`config.mk`:
```
export PLATFORM = sky130hd
export DESIGN_NAME = dirty_rect_merge_table_top
export DESIGN_NICKNAME = d
export VERILOG_FILES = /design/src/hw/rtl/drmt_pkg.sv /design/src/hw/rtl/drmt_box_unit.sv /design/src/hw/rtl/drmt_seq.sv /design/src/hw/rtl/dirty_rect_merge_table_top.sv
export SDC_FILE = /design/constraint.sdc
export NUM_CORES = 2
export LEC_CHECK = 0
export ABC_AREA = 1
export BUFFER_PORTS_ARGS = -buffer_cell sky130_fd_sc_hd__buf_2
export CAP_MARGIN = 10
export CORE_ASPECT_RATIO = 1.5
export CORE_MARGIN = 3
export CORE_UTILIZATION = 55
export DETAILED_ROUTE_END_ITERATION = 10
export PLACE_DENSITY = 0.74
export SLEW_MARGIN = 10
export SYNTH_ARGS = -nofsm -noshare
export SYNTH_HDL_FRONTEND = slang
export SYNTH_HIERARCHICAL = 1
export SYNTH_SLANG_ARGS = --single-unit
```
`constraint.sdc`:
```
create_clock -name i_clk -period 9.05 [get_ports i_clk]
set_clock_uncertainty 0.1 [all_clocks]
set_input_delay 1.81 -clock i_clk [delete_from_list [all_inputs] [get_ports i_clk]]
set_output_delay 1.81 -clock i_clk [all_outputs]
set_load 0.005 [all_outputs]
```
`src/hw/rtl/drmt_pkg.sv`:
```
// Package with the item types, command codes and constants of the dirty rectangle table.
`timescale 1ns / 1ps

package drmt_pkg;

    // Default table depth.
    localparam int MAX_RECTS_DEF = 8;

    // Command codes.
    localparam logic [1:0] CMD_ADD   = 2'd0;
    localparam logic [1:0] CMD_CLIP  = 2'd1;
    localparam logic [1:0] CMD_MERGE = 2'd2;
    localparam logic [1:0] CMD_READ  = 2'd3;

    // Configuration register indexes.
    localparam logic REG_WIDTH  = 1'b0;
    localparam logic REG_HEIGHT = 1'b1;

    // Reset values of the screen size registers.
    localparam logic [14:0] WIDTH_RESET  = 15'd320;
    localparam logic [14:0] HEIGHT_RESET = 15'd240;

    // One rectangle with inclusive corners.
    typedef struct packed {
        logic signed [15:0] l;
        logic signed [15:0] t;
        logic signed [15:0] r;
        logic signed [15:0] b;
    } t_box;

    // One input item.
    typedef struct packed {
        logic [1:0]         command;
        logic signed [15:0] left;
        logic signed [15:0] top;
        logic signed [15:0] right;
        logic signed [15:0] bottom;
        logic [2:0]         slot;
    } t_item;

    // One result item.
    typedef struct packed {
        logic               accepted;
        logic [3:0]         entry_count;
        logic               entry_valid;
        logic signed [15:0] out_left;
        logic signed [15:0] out_top;
        logic signed [15:0] out_right;
        logic signed [15:0] out_bottom;
    } t_result;

    // Outputs of the shared rectangle unit.
    typedef struct packed {
        logic near;
        t_box joined;
        t_box clamped;
        logic empty;
    } t_unit_res;

endpackage

```
`src/hw/rtl/drmt_box_unit.sv`:
```
// Shared rectangle unit: touch test, union and clipping of one entry.
`timescale 1ns / 1ps

module drmt_box_unit (
    input  drmt_pkg::t_box      i_a,
    input  drmt_pkg::t_box      i_b,
    input  logic [14:0]         i_width,
    input  logic [14:0]         i_height,
    output drmt_pkg::t_unit_res o_res
);

    logic signed [16:0] a_l, a_t, a_r, a_b;
    logic signed [16:0] b_l, b_t, b_r, b_b;
    logic signed [16:0] w_ext, h_ext, w_m1, h_m1;
    drmt_pkg::t_box     clamped;

    // Extend the corners by one bit so that adding the one pixel gap cannot overflow.
    assign a_l = {i_a.l[15], i_a.l};
    assign a_t = {i_a.t[15], i_a.t};
    assign a_r = {i_a.r[15], i_a.r};
    assign a_b = {i_a.b[15], i_a.b};
    assign b_l = {i_b.l[15], i_b.l};
    assign b_t = {i_b.t[15], i_b.t};
    assign b_r = {i_b.r[15], i_b.r};
    assign b_b = {i_b.b[15], i_b.b};

    // Two boxes touch when no side is more than one pixel clear of the other box.
    assign o_res.near = !(((a_r + 17'sd1) < b_l) || ((b_r + 17'sd1) < a_l) ||
                          ((a_b + 17'sd1) < b_t) || ((b_b + 17'sd1) < a_t));

    // Union of the two boxes.
    assign o_res.joined.l = (i_a.l < i_b.l) ? i_a.l : i_b.l;
    assign o_res.joined.t = (i_a.t < i_b.t) ? i_a.t : i_b.t;
    assign o_res.joined.r = (i_a.r > i_b.r) ? i_a.r : i_b.r;
    assign o_res.joined.b = (i_a.b > i_b.b) ? i_a.b : i_b.b;

    // Clip the first box to the screen.
    assign w_ext = {2'b00, i_width};
    assign h_ext = {2'b00, i_height};
    assign w_m1  = w_ext - 17'sd1;
    assign h_m1  = h_ext - 17'sd1;

    assign clamped.l = i_a.l[15] ? 16'sd0 : i_a.l;
    assign clamped.t = i_a.t[15] ? 16'sd0 : i_a.t;
    assign clamped.r = (a_r >= w_ext) ? w_m1[15:0] : i_a.r;
    assign clamped.b = (a_b >= h_ext) ? h_m1[15:0] : i_a.b;

    assign o_res.clamped = clamped;
    assign o_res.empty   = (clamped.r < clamped.l) || (clamped.b < clamped.t);

endmodule

```
`src/hw/rtl/drmt_seq.sv`:
```
// Command sequencer with the rectangle table memory.
`timescale 1ns / 1ps

module drmt_seq #(
    parameter int MAX_RECTS = drmt_pkg::MAX_RECTS_DEF,
    parameter int CW        = $clog2(MAX_RECTS + 1)
) (
    input  logic              i_clk,
    input  logic              i_rst_n,
    input  logic              i_start,
    input  drmt_pkg::t_item   i_item,
    input  logic [14:0]       i_width,
    input  logic [14:0]       i_height,
    output logic              o_busy,
    output logic [CW-1:0]     o_count,
    output logic              o_done,
    output drmt_pkg::t_result o_res
);

    localparam int IW = (MAX_RECTS > 1) ? $clog2(MAX_RECTS) : 1;

    typedef enum logic [3:0] {
        S_IDLE,
        S_ADD_RD,
        S_ADD_CHK,
        S_FULL_RD,
        S_FULL_ACC,
        S_CLIP_RD,
        S_CLIP_CHK,
        S_MRG_RD,
        S_MRG_CHK,
        S_MRG_MOVE,
        S_RD_OUT
    } t_state;

    t_state              r_state, n_state;
    logic [CW-1:0]       r_i, n_i;
    logic [CW-1:0]       r_j, n_j;
    logic [CW-1:0]       r_count, n_count;
    drmt_pkg::t_box      r_acc, n_acc;
    logic                r_flag, n_flag;

    // Table memory with two registered read ports and one write port.
    drmt_pkg::t_box      mem [MAX_RECTS];
    drmt_pkg::t_box      r_rd_a, r_rd_b;
    logic                mem_we;
    logic [IW-1:0]       mem_wa, rd_addr_a, rd_addr_b;
    drmt_pkg::t_box      mem_wd;

    logic [CW-1:0]       cnt_m1;
    logic [31:0]         slot_ext;
    drmt_pkg::t_box      unit_b;
    drmt_pkg::t_unit_res unit;
    drmt_pkg::t_result   res;
    logic                done;

    assign cnt_m1   = r_count - CW'(1);
    assign slot_ext = 32'(i_item.slot);

    // The second operand is the other table entry while merging, else the held box.
    assign unit_b = (r_state == S_MRG_CHK) ? r_rd_b : r_acc;

    drmt_box_unit u_box (
        .i_a      (r_rd_a),
        .i_b      (unit_b),
        .i_width  (i_width),
        .i_height (i_height),
        .o_res    (unit)
    );

    always_ff @(posedge i_clk) begin
        if (mem_we) begin
            mem[mem_wa] <= mem_wd;
        end
        r_rd_a <= mem[rd_addr_a];
        r_rd_b <= mem[rd_addr_b];
    end

    // Next state, table accesses and the result of the finishing step.
    always_comb begin
        n_state   = r_state;
        n_i       = r_i;
        n_j       = r_j;
        n_count   = r_count;
        n_acc     = r_acc;
        n_flag    = r_flag;
        mem_we    = 1'b0;
        mem_wa    = r_i[IW-1:0];
        mem_wd    = r_acc;
        rd_addr_a = r_i[IW-1:0];
        rd_addr_b = r_j[IW-1:0];
        done      = 1'b0;
        res       = '0;
        res.accepted = 1'b1;

        unique case (r_state)
            S_IDLE: begin
                if (i_start) begin
                    unique case (i_item.command)
                        drmt_pkg::CMD_ADD: begin
                            n_acc.l = i_item.left;
                            n_acc.t = i_item.top;
                            n_acc.r = i_item.right;
                            n_acc.b = i_item.bottom;
                            n_flag  = (i_item.right < i_item.left) ||
                                      (i_item.bottom < i_item.top);
                            n_i     = '0;
                            n_state = S_ADD_RD;
                        end
                        drmt_pkg::CMD_CLIP: begin
                            n_i     = '0;
                            n_state = S_CLIP_RD;
                        end
                        drmt_pkg::CMD_MERGE: begin
                            n_i     = '0;
                            n_j     = CW'(1);
                            n_state = S_MRG_RD;
                        end
                        drmt_pkg::CMD_READ: begin
                            rd_addr_a = slot_ext[IW-1:0];
                            n_flag    = (slot_ext < 32'(r_count)) && (slot_ext < MAX_RECTS);
                            n_state   = S_RD_OUT;
                        end
                        default: begin
                            n_state = S_IDLE;
                        end
                    endcase
                end
            end

            // Reject an inverted box, else scan the entries for one that touches it, else append it.
            S_ADD_RD: begin
                if (r_flag) begin
                    res.accepted = 1'b0;
                    done         = 1'b1;
                    n_state      = S_IDLE;
                end else if (r_i < r_count) begin
                    n_state = S_ADD_CHK;
                end else if (32'(r_count) < MAX_RECTS) begin
                    mem_we  = 1'b1;
                    mem_wa  = r_count[IW-1:0];
                    mem_wd  = r_acc;
                    n_count = r_count + CW'(1);
                    done    = 1'b1;
                    n_state = S_IDLE;
                end else begin
                    n_i     = '0;
                    n_state = S_FULL_RD;
                end
            end

            S_ADD_CHK: begin
                if (unit.near) begin
                    mem_we  = 1'b1;
                    mem_wd  = unit.joined;
                    done    = 1'b1;
                    n_state = S_IDLE;
                end else begin
                    n_i     = r_i + CW'(1);
                    n_state = S_ADD_RD;
                end
            end

            // Full table: fold every entry into the held box, then keep only that.
            S_FULL_RD: begin
                n_state = S_FULL_ACC;
            end

            S_FULL_ACC: begin
                n_acc = unit.joined;
                if ((r_i + CW'(1)) < r_count) begin
                    n_i     = r_i + CW'(1);
                    n_state = S_FULL_RD;
                end else begin
                    mem_we  = 1'b1;
                    mem_wa  = '0;
                    mem_wd  = unit.joined;
                    n_count = CW'(1);
                    done    = 1'b1;
                    n_state = S_IDLE;
                end
            end

            // Clip one entry a pass; an empty one is replaced by the last entry.
            S_CLIP_RD: begin
                if (r_i < r_count) begin
                    rd_addr_b = cnt_m1[IW-1:0];
                    n_state   = S_CLIP_CHK;
                end else begin
                    done    = 1'b1;
                    n_state = S_IDLE;
                end
            end

            S_CLIP_CHK: begin
                mem_we = 1'b1;
                if (unit.empty) begin
                    mem_wd  = r_rd_b;
                    n_count = cnt_m1;
                end else begin
                    mem_wd = unit.clamped;
                    n_i    = r_i + CW'(1);
                end
                n_state = S_CLIP_RD;
            end

            // Walk the pairs; on a touching pair unite them and restart the walk.
            S_MRG_RD: begin
                if (r_j < r_count) begin
                    n_state = S_MRG_CHK;
                end else begin
                    done    = 1'b1;
                    n_state = S_IDLE;
                end
            end

            S_MRG_CHK: begin
                if (unit.near) begin
                    mem_we    = 1'b1;
                    mem_wd    = unit.joined;
                    rd_addr_a = cnt_m1[IW-1:0];
                    n_state   = S_MRG_MOVE;
                end else if ((r_j + CW'(1)) < r_count) begin
                    n_j     = r_j + CW'(1);
                    n_state = S_MRG_RD;
                end else begin
                    n_i     = r_i + CW'(1);
                    n_j     = r_i + CW'(2);
                    n_state = S_MRG_RD;
                end
            end

            S_MRG_MOVE: begin
                mem_we  = 1'b1;
                mem_wa  = r_j[IW-1:0];
                mem_wd  = r_rd_a;
                n_count = cnt_m1;
                n_i     = '0;
                n_j     = CW'(1);
                n_state = S_MRG_RD;
            end

            S_RD_OUT: begin
                res.entry_valid = r_flag;
                if (r_flag) begin
                    res.out_left   = r_rd_a.l;
                    res.out_top    = r_rd_a.t;
                    res.out_right  = r_rd_a.r;
                    res.out_bottom = r_rd_a.b;
                end
                done    = 1'b1;
                n_state = S_IDLE;
            end

            default: begin
                n_state = S_IDLE;
            end
        endcase

        res.entry_count = 4'(n_count);
    end

    // State, pointers, count, flag and the held box.
    always_ff @(posedge i_clk) begin
        if (!i_rst_n) begin
            r_state <= S_IDLE;
            r_count <= '0;
            r_i     <= '0;
            r_j     <= '0;
            r_flag  <= 1'b0;
        end else begin
            r_state <= n_state;
            r_count <= n_count;
            r_i     <= n_i;
            r_j     <= n_j;
            r_flag  <= n_flag;
        end
        r_acc <= n_acc;
    end

    assign o_busy  = (r_state != S_IDLE);
    assign o_count = r_count;
    assign o_done  = done;
    assign o_res   = res;

endmodule

```
`src/hw/rtl/dirty_rect_merge_table_top.sv`:
```
// Top level of the dirty rectangle table: configuration, command port and result register.
`timescale 1ns / 1ps

// Dirty rectangle table with merging.
// An item is taken at a rising edge where start is high and busy is low; busy stays
// high while the command runs. Each item gives one result, shown on o_result for
// exactly one cycle with o_strobe high; the receiver cannot stall it, so it must take
// the item in that cycle. A new item may be started in the cycle the strobe is high.
// Every command goes through one table memory port pair and one shared rectangle unit:
//   read looks up one slot; add rejects an inverted box, else scans the entries for a
//   touching one, else appends, or collapses a full table into one entry. clip visits
//   every entry; merge all tests pairs and restarts the walk after each pair united.
// The screen size is written through i_cfg_we, i_cfg_index and i_cfg_data at any edge;
// it should only change while busy is low and no result is pending.
// Reset empties the table and sets the screen to 320 by 240; no memory clearing pass
// is needed since entries at or above the count are never returned.
module dirty_rect_merge_table_top #(
    parameter int MAX_RECTS = drmt_pkg::MAX_RECTS_DEF
) (
    input  logic              i_clk,
    input  logic              i_rst_n,
    input  logic              start,
    output logic              busy,
    input  drmt_pkg::t_item   i_item,
    output logic              o_strobe,
    output drmt_pkg::t_result o_result,
    input  logic              i_cfg_we,
    input  logic              i_cfg_index,
    input  logic [14:0]       i_cfg_data
);

    localparam int CW = $clog2(MAX_RECTS + 1);

    logic [14:0]       r_width, r_height;
    logic              r_strobe;
    drmt_pkg::t_result r_result;
    logic              seq_busy, seq_done;
    logic [CW-1:0]     seq_count;
    drmt_pkg::t_result seq_res;
    logic              take;

    assign take = start && !seq_busy;

    // Screen size registers.
    always_ff @(posedge i_clk) begin
        if (!i_rst_n) begin
            r_width  <= drmt_pkg::WIDTH_RESET;
            r_height <= drmt_pkg::HEIGHT_RESET;
        end else if (i_cfg_we) begin
            unique case (i_cfg_index)
                drmt_pkg::REG_WIDTH:  r_width  <= i_cfg_data;
                drmt_pkg::REG_HEIGHT: r_height <= i_cfg_data;
                default: begin
                    r_width <= r_width;
                end
            endcase
        end
    end

    drmt_seq #(
        .MAX_RECTS (MAX_RECTS),
        .CW        (CW)
    ) u_seq (
        .i_clk    (i_clk),
        .i_rst_n  (i_rst_n),
        .i_start  (take),
        .i_item   (i_item),
        .i_width  (r_width),
        .i_height (r_height),
        .o_busy   (seq_busy),
        .o_count  (seq_count),
        .o_done   (seq_done),
        .o_res    (seq_res)
    );

    // Result register: one item per finished command.
    always_ff @(posedge i_clk) begin
        if (!i_rst_n) begin
            r_strobe <= 1'b0;
        end else begin
            r_strobe <= seq_done;
        end
        if (seq_done) begin
            r_result <= seq_res;
        end
    end

    assign busy     = seq_busy;
    assign o_strobe = r_strobe;
    assign o_result = r_result;

    // A taken item always keeps the sequencer busy in the next cycle.
    a_take_busy: assert property (@(posedge i_clk) disable iff (!i_rst_n)
        take |=> busy)
        else $error("sequencer not busy after an item was taken");

    // A result is only shown once the sequencer has returned to idle.
    a_strobe_idle: assert property (@(posedge i_clk) disable iff (!i_rst_n)
        o_strobe |-> !busy)
        else $error("result shown while the sequencer is busy");

    // The count never exceeds the table depth.
    a_count_max: assert property (@(posedge i_clk) disable iff (!i_rst_n)
        32'(seq_count) <= MAX_RECTS)
        else $error("entry count beyond table depth");

    // An invalid read returns zero corners.
    a_invalid_zero: assert property (@(posedge i_clk) disable iff (!i_rst_n)
        (o_strobe && !o_result.entry_valid) |->
            (o_result.out_left == 16'sd0 && o_result.out_top == 16'sd0 &&
             o_result.out_right == 16'sd0 && o_result.out_bottom == 16'sd0))
        else $error("corners not zero on a result without a valid entry");

endmodule

```
### After elaboration in Yosys (flattened, before gate mapping)

Memory sizes are Yosys's and may differ from the RTL's. A register that Yosys moved wholly into a read port is not among the register bits.
Cells that the tools add are included.

* memories: 1
* bits of input ports: 89
* bits in registers: 182
* word-level logic and storage cells: 177
* memory bits (writable): 512
* output and inout bits: 72

Memories
* u_seq.mem: words 8, bits a word 64, read ports 2, clocked after memory_dff 2, write ports 1, RTL line drmt_seq.sv:44 `drmt_pkg::t_box mem [MAX_RECTS];`

* reduce and logical (&&, ||, !) cells: 25
* bitwise gates (word level): 1
* add/sub/neg operators: 11
* equality and inequality tests: 25
* mux-type cells: 74
* magnitude comparators: 21

Operator list (number)
* two-way mux 64 bit: 6
* one-hot mux 64 bit (4 select lines): 1
* one-hot mux 64 bit (2 select lines): 1
* < comparator 16 bit: 6
* two-way mux 16 bit: 6
* two-way mux 4 bit: 24
* adder 16 x 2 -> 17 bit (second input constant): 4
* < comparator 17 x 16 -> 1 bit: 4
* one-hot mux 4 bit (10 select lines): 1
* >= comparator 16 bit: 2
* > comparator 16 bit: 2
* one-hot mux 4 bit (4 select lines): 2
* subtractor 15 x 1 -> 16 bit (second input constant): 2
* two-way mux 15 bit: 2
* two-way mux 3 bit: 10
* one-hot mux 4 bit (7 select lines): 1
* != test 2 bit (second input constant): 11
* == test 4 x 3 -> 1 bit (second input constant): 4
* < comparator 4 bit: 4
* adder 4 x 1 -> 4 bit (second input constant): 3
* == test 4 bit (second input constant): 3
* two-way mux 1 bit: 12
* one-hot mux 4 bit (3 select lines): 1
* AND reduction 11 bit: 1
* 31 further kinds: 44

### Logic depth before layout (Yosys ltp)

* depth in word-level cells: 11
* gate-level depth with buffers: 37
* depth with buffers taken out: 34

### Cells and area by module

The synthesis kept the hierarchy.

By module, submodules not included
* drmt_seq: instances 1, seq. area each 20199.4 sq um, area each 38569.5 sq um, cells an instance 4657
* drmt_box_unit: instances 1, seq. area each 0.0 sq um, area each 7734.9 sq um, cells an instance 1293
* dirty_rect_merge_table_top: instances 1, seq. area each 2722.6 sq um, area each 3340.7 sq um, cells an instance 236

### Worst setup path after synthesis

No wires, ideal clock.

* kind: register to register
* from: reg u_seq.r_state[3]
* to: mem u_seq/mem[0][0] in the netlist's numbering (enable)
* buffers on the path: 4
* period minus slack after synthesis: 8.292 ns
* data arrival time: 7.705 ns
* setup time: 0.487 ns
* stages on the path, launching flop included: 30
* required time: 8.463 ns
* setup slack: 0.758 ns
* cells stage by stage: dfxtp_1 > inv_2 > nor2_2 > nand2_2 > clkbuf_1 > clkbuf_1 > o21ai_0 > ha_1 > nand3_1 > nor3_1 > nand3_1 > nor3_2 > nand4_1 > xor2_1 > ha_1 > nand2_1 > inv_1 > nor2_1 > nor2_1 > a2111oi_0 > nand3_1 > xnor2_1 > nand2_1 > nor2_1 > clkbuf_1 > clkbuf_1 > a211oi_1 > nand3_1 > nand3_1 > nor2_1

RTL lines
* start, declared: RTL line drmt_seq.sv:36 `t_state r_state, n_state;`
* start signal, assigned: RTL line drmt_seq.sv:272 `r_state <= n_state;`
* end, declared: RTL line drmt_seq.sv:44

==> results summary <==
After the last flow step, the layout net total stands at 6506. By area the synthesized netlist is led by edfxtp_1, nand2_1, inv_1, dfxtp_1, ha_1. The global-route wire length before repair came out at 247000 um. The die covers 94000 sq um.

In this run the vertical extent of the chip is 374 um. The routed via count came out at 44198. After detailed routing, the number of remaining DRC violations is 0.

The peak ir drop on the vdd network came out at 0.363 mV. Dividing the detail-routed wire length by the instance count gives 22.5 um. The root buffer cell is clkbuf_16. The effective utilization at floorplan is 0.557.

The setup slack of the critical path after layout came out at 1360 ps. The count of input and output buffers came out at 160. The category of the critical setup timing path is flip-flop to flip-flop. The post-route clock period utilization is 0.849.

The number of CTS-inserted buffers came out at 78. The clock latency of the later-clocked register in the worst-skew pair is 680 ps. The mean post-synth cell area is 8.03 sq um. The cell with the most instances on the worst path is nand2_1. The type of destination of the critical path is a flip-flop. After legalization and detailed placement, the total HPWL measured 111000 um. The number of max-cap violations is 0.

The count of instances resized after the clock tree is built is 0. The site row count is 134. The area of the placeable core is 89200 sq um.

The final max-slew violation count came out at 0. The tightest slew margin relative to the limit is 0.101. The overall fraction of global-route tracks in use came out at 0.348. The violation count after the first detailed-route iteration came out at 5375. For this run, the top clock speed supported by timing is 130 MHz. Buffers inserted to repair hold after CTS numbered 0. The part of the Yosys area used for sequential elements is 0.462. The number of antenna violations at the first check in global routing is 13. The die width came out at 251 um. The biggest fanout along the worst timing path is 177. The run finished with clean final reports.

Dividing the detail-routed via count by the number of cells gives 5.97. In the final timing run, aggregate negative setup slack is 0 ps. The worst endpoint required time came out at 9510 ps. After routing the design area is 54000 sq um.

The worst path arrival time is 8150 ps. In the final layout, the share of cells above drive strength 1 is 0.0774. The level count of the clock H-tree came out at 3. The clock tree from TritonCTS is done. The standard cell area after detailed placement is 51200 sq um. The detailed-router iteration count before antenna repair came out at 6.

The gate count of the mapped netlist came out at 6186. The number of sinks on the clock net came out at 822. The worst setup path is launched from a flip-flop. The worst register-to-register path has a setup slack of 1360 ps. The maximum clock insertion buffer count is 3. Summed over all layers, the global routing overflow is 0. The largest single stage delay on the critical path is 840 ps. The clock input transition at the sequential cells of the worst setup and hold paths is 70 ps. The total setup violations reported at the end of the flow came out at 0. The leakage dissipation is 24.8 nW. The shortest clock period the worst path allows after layout is 7690 ps. The worst reg-to-reg path cell count came out at 31.

In this run the worst hold path is classified as flip-flop to flip-flop. The number of unique standard cell types used by synthesis came out at 59. The minimum setup slack after placement came out at 1670 ps. The number of synthesized flops with an enable pin is 646.

The netlist area before placement came out at 49600 sq um. Setup repair after global routing left no endpoint under its margin. In this run the critical register-to-register path is launched from u_seq/r_state[3].

The worst hold path stage count is 2. The area growth from synthesis to layout is 8.81%. The slowest stage of the critical path is the o21ai_0 cell. The slew at the pin closest to its max-slew limit is 1350 ps. The pin count of the biggest net entering global routing is 195.

In this run the most critical hold path is launched from r_height[4]. The path with the worst hold slack has its endpoint at r_height[4]. The most used flip-flop cell after synthesis is edfxtp_1. The number of synthesis warnings is 6. Of all cell types, the one taking the most synthesized area is edfxtp_1.

The fraction of synthesis flops using an asynchronous set or reset pin came out at 0. In this run the post-CTS setup repair buffer count came out at 0. The share of Yosys cell area claimed by the top area cell type came out at 0.391. 161 I/O pins were placed.

The number of synthesized register bits is 822. The congestion estimate from routability-driven global placement came to 1.02. The power density over the cells came out at 392 nW/um^2. In this run the remaining antenna-violating nets after routing total 0.

The endpoint of the worst-slack reg-to-reg timing path is u_seq/r_rd_a[63]. The total wire length came out at 167000 um. The number of global-route vias before repair came to 41379. The number of hold-slack violations in the final timing report is 0.
-- cell usage in the layout (no fill, tap or decap), types with 32 or more instances in the layout --
master	instances
dfxtp_1	176
nor3_1	32
nand3_1	435
o21a_1	68
buf_2	160
clkbuf_16	80
xor2_1	66
nand2_1	1822
o211ai_1	270
buf_4	46
o221ai_1	58
a21oi_1	149
edfxtp_1	646
o21ai_0	304
ha_1	243
a221oi_1	41
inv_1	1037
nor2_1	244
-- metrics by stage --
stage | hold slack, ps | instances | util | power [mW]
floorplan | 342 | 6187 | - | 13.6
global placement | 375 | 7249 | 0.574 | 17.0
detailed placement | 378 | 7249 | 0.574 | 17.2
CTS | 400 | 7395 | 0.605 | 20.7
global route | 437 | 7400 | 0.605 | 22.4
finish | 396 | 7405 | 0.606 | 21.2
-- how the worst max path moves through the flow --
stage                                start                to  cells after the start
after global placement    u_seq/r_state[3]  u_seq/r_rd_a[50]                     31
after floorplan           u_seq/r_state[3]   u_seq/mem[0][0]                     29
after detailed placement  u_seq/r_state[3]  u_seq/r_rd_a[63]                     31
after CTS                 u_seq/r_state[3]  u_seq/r_rd_a[39]                     31
final                     u_seq/r_state[3]  u_seq/r_rd_a[63]                     31
after global routing      u_seq/r_state[3]  u_seq/r_rd_a[54]                     31
-- registers in the layout, indices dropped and copies added (netlist names) --
| signal | flops |
|---|---|
| r_width | 15 |
| u_seq/r_rd_b | 64 |
| u_seq/r_rd_a | 64 |
| u_seq/mem | 512 |
| u_seq/r_state | 4 |
| u_seq/r_j | 4 |
| o_result | 70 |
| r_height | 15 |
| u_seq/r_acc | 64 |
| u_seq/r_flag | 1 |
| u_seq/o_count | 4 |
| o_strobe | 1 |
| u_seq/r_i | 4 |
-- synth_stat cells, drive strengths merged, types with 66 or more instances --
master	number
buf	199
o21a	68
nand3	443
o21ai	336
xor2	66
clkbuf	117
edfxtp	646
nand2	1850
ha	243
nor2	270
inv	1067
a21oi	153
o211ai	270
dfxtp	176
-- cells by family after synthesis --
group	Yosys count	share of synthesized area
AND/OR/NAND/NOR	2654	0.222
buffers and inverters	1387	0.112
AO/OA/AOI/OAI	1007	0.130
flip-flops	822	0.462
adder cells (fa/ha/maj)	243	0.0612
XOR/XNOR	72	0.0127
other	1	0.0000755
-- worst max-delay path: cells and delay by family (launching register included) --
| kind | cells | cell delay [ps] |
|---|---|---|
| AOI/OAI and AO/OA | 4 | 1460 |
| xor gates and xnor gates | 2 | 420 |
| adders and majority gates | 2 | 630 |
| buffers and inverters | 5 | 1670 |
| DFF | 1 | 420 |
| and+or+nand+nor | 18 | 2580 |
-- layout make-up --
type                    instances  area [sq um]
inverters                    1071          4040
clock buffers                 101          2170
fillers                      7709         35200
diodes                          9          22.5
well taps                    1156          1450
multi-input cells            3978         21300
flip-flops and latches        822         22900
repair buffers                223          1490
clock inverters                45           597
-- routing by layer --
metal / vias to the layer above / share of wire / global-route usage
li1: 20354 / - / -
met1: 20567 / 0.36 / 0.436
met2: 2687 / 0.44 / 0.533
met3: 584 / 0.12 / 0.0858
met4: 6 / 0.073 / 0.236
met5: - / 0.00020 / 0
-- power by group --
| group | switching [mW] | leakage (nW) | internal (mW) |
|---|---|---|---|
| Sequential | 0.852 | 7.36 | 5.79 |
| Clock | 1.49 | 1.34 | 2.03 |
| Combinational | 7.87 | 16.1 | 3.17 |
Power figures use the tool's default switching activity.
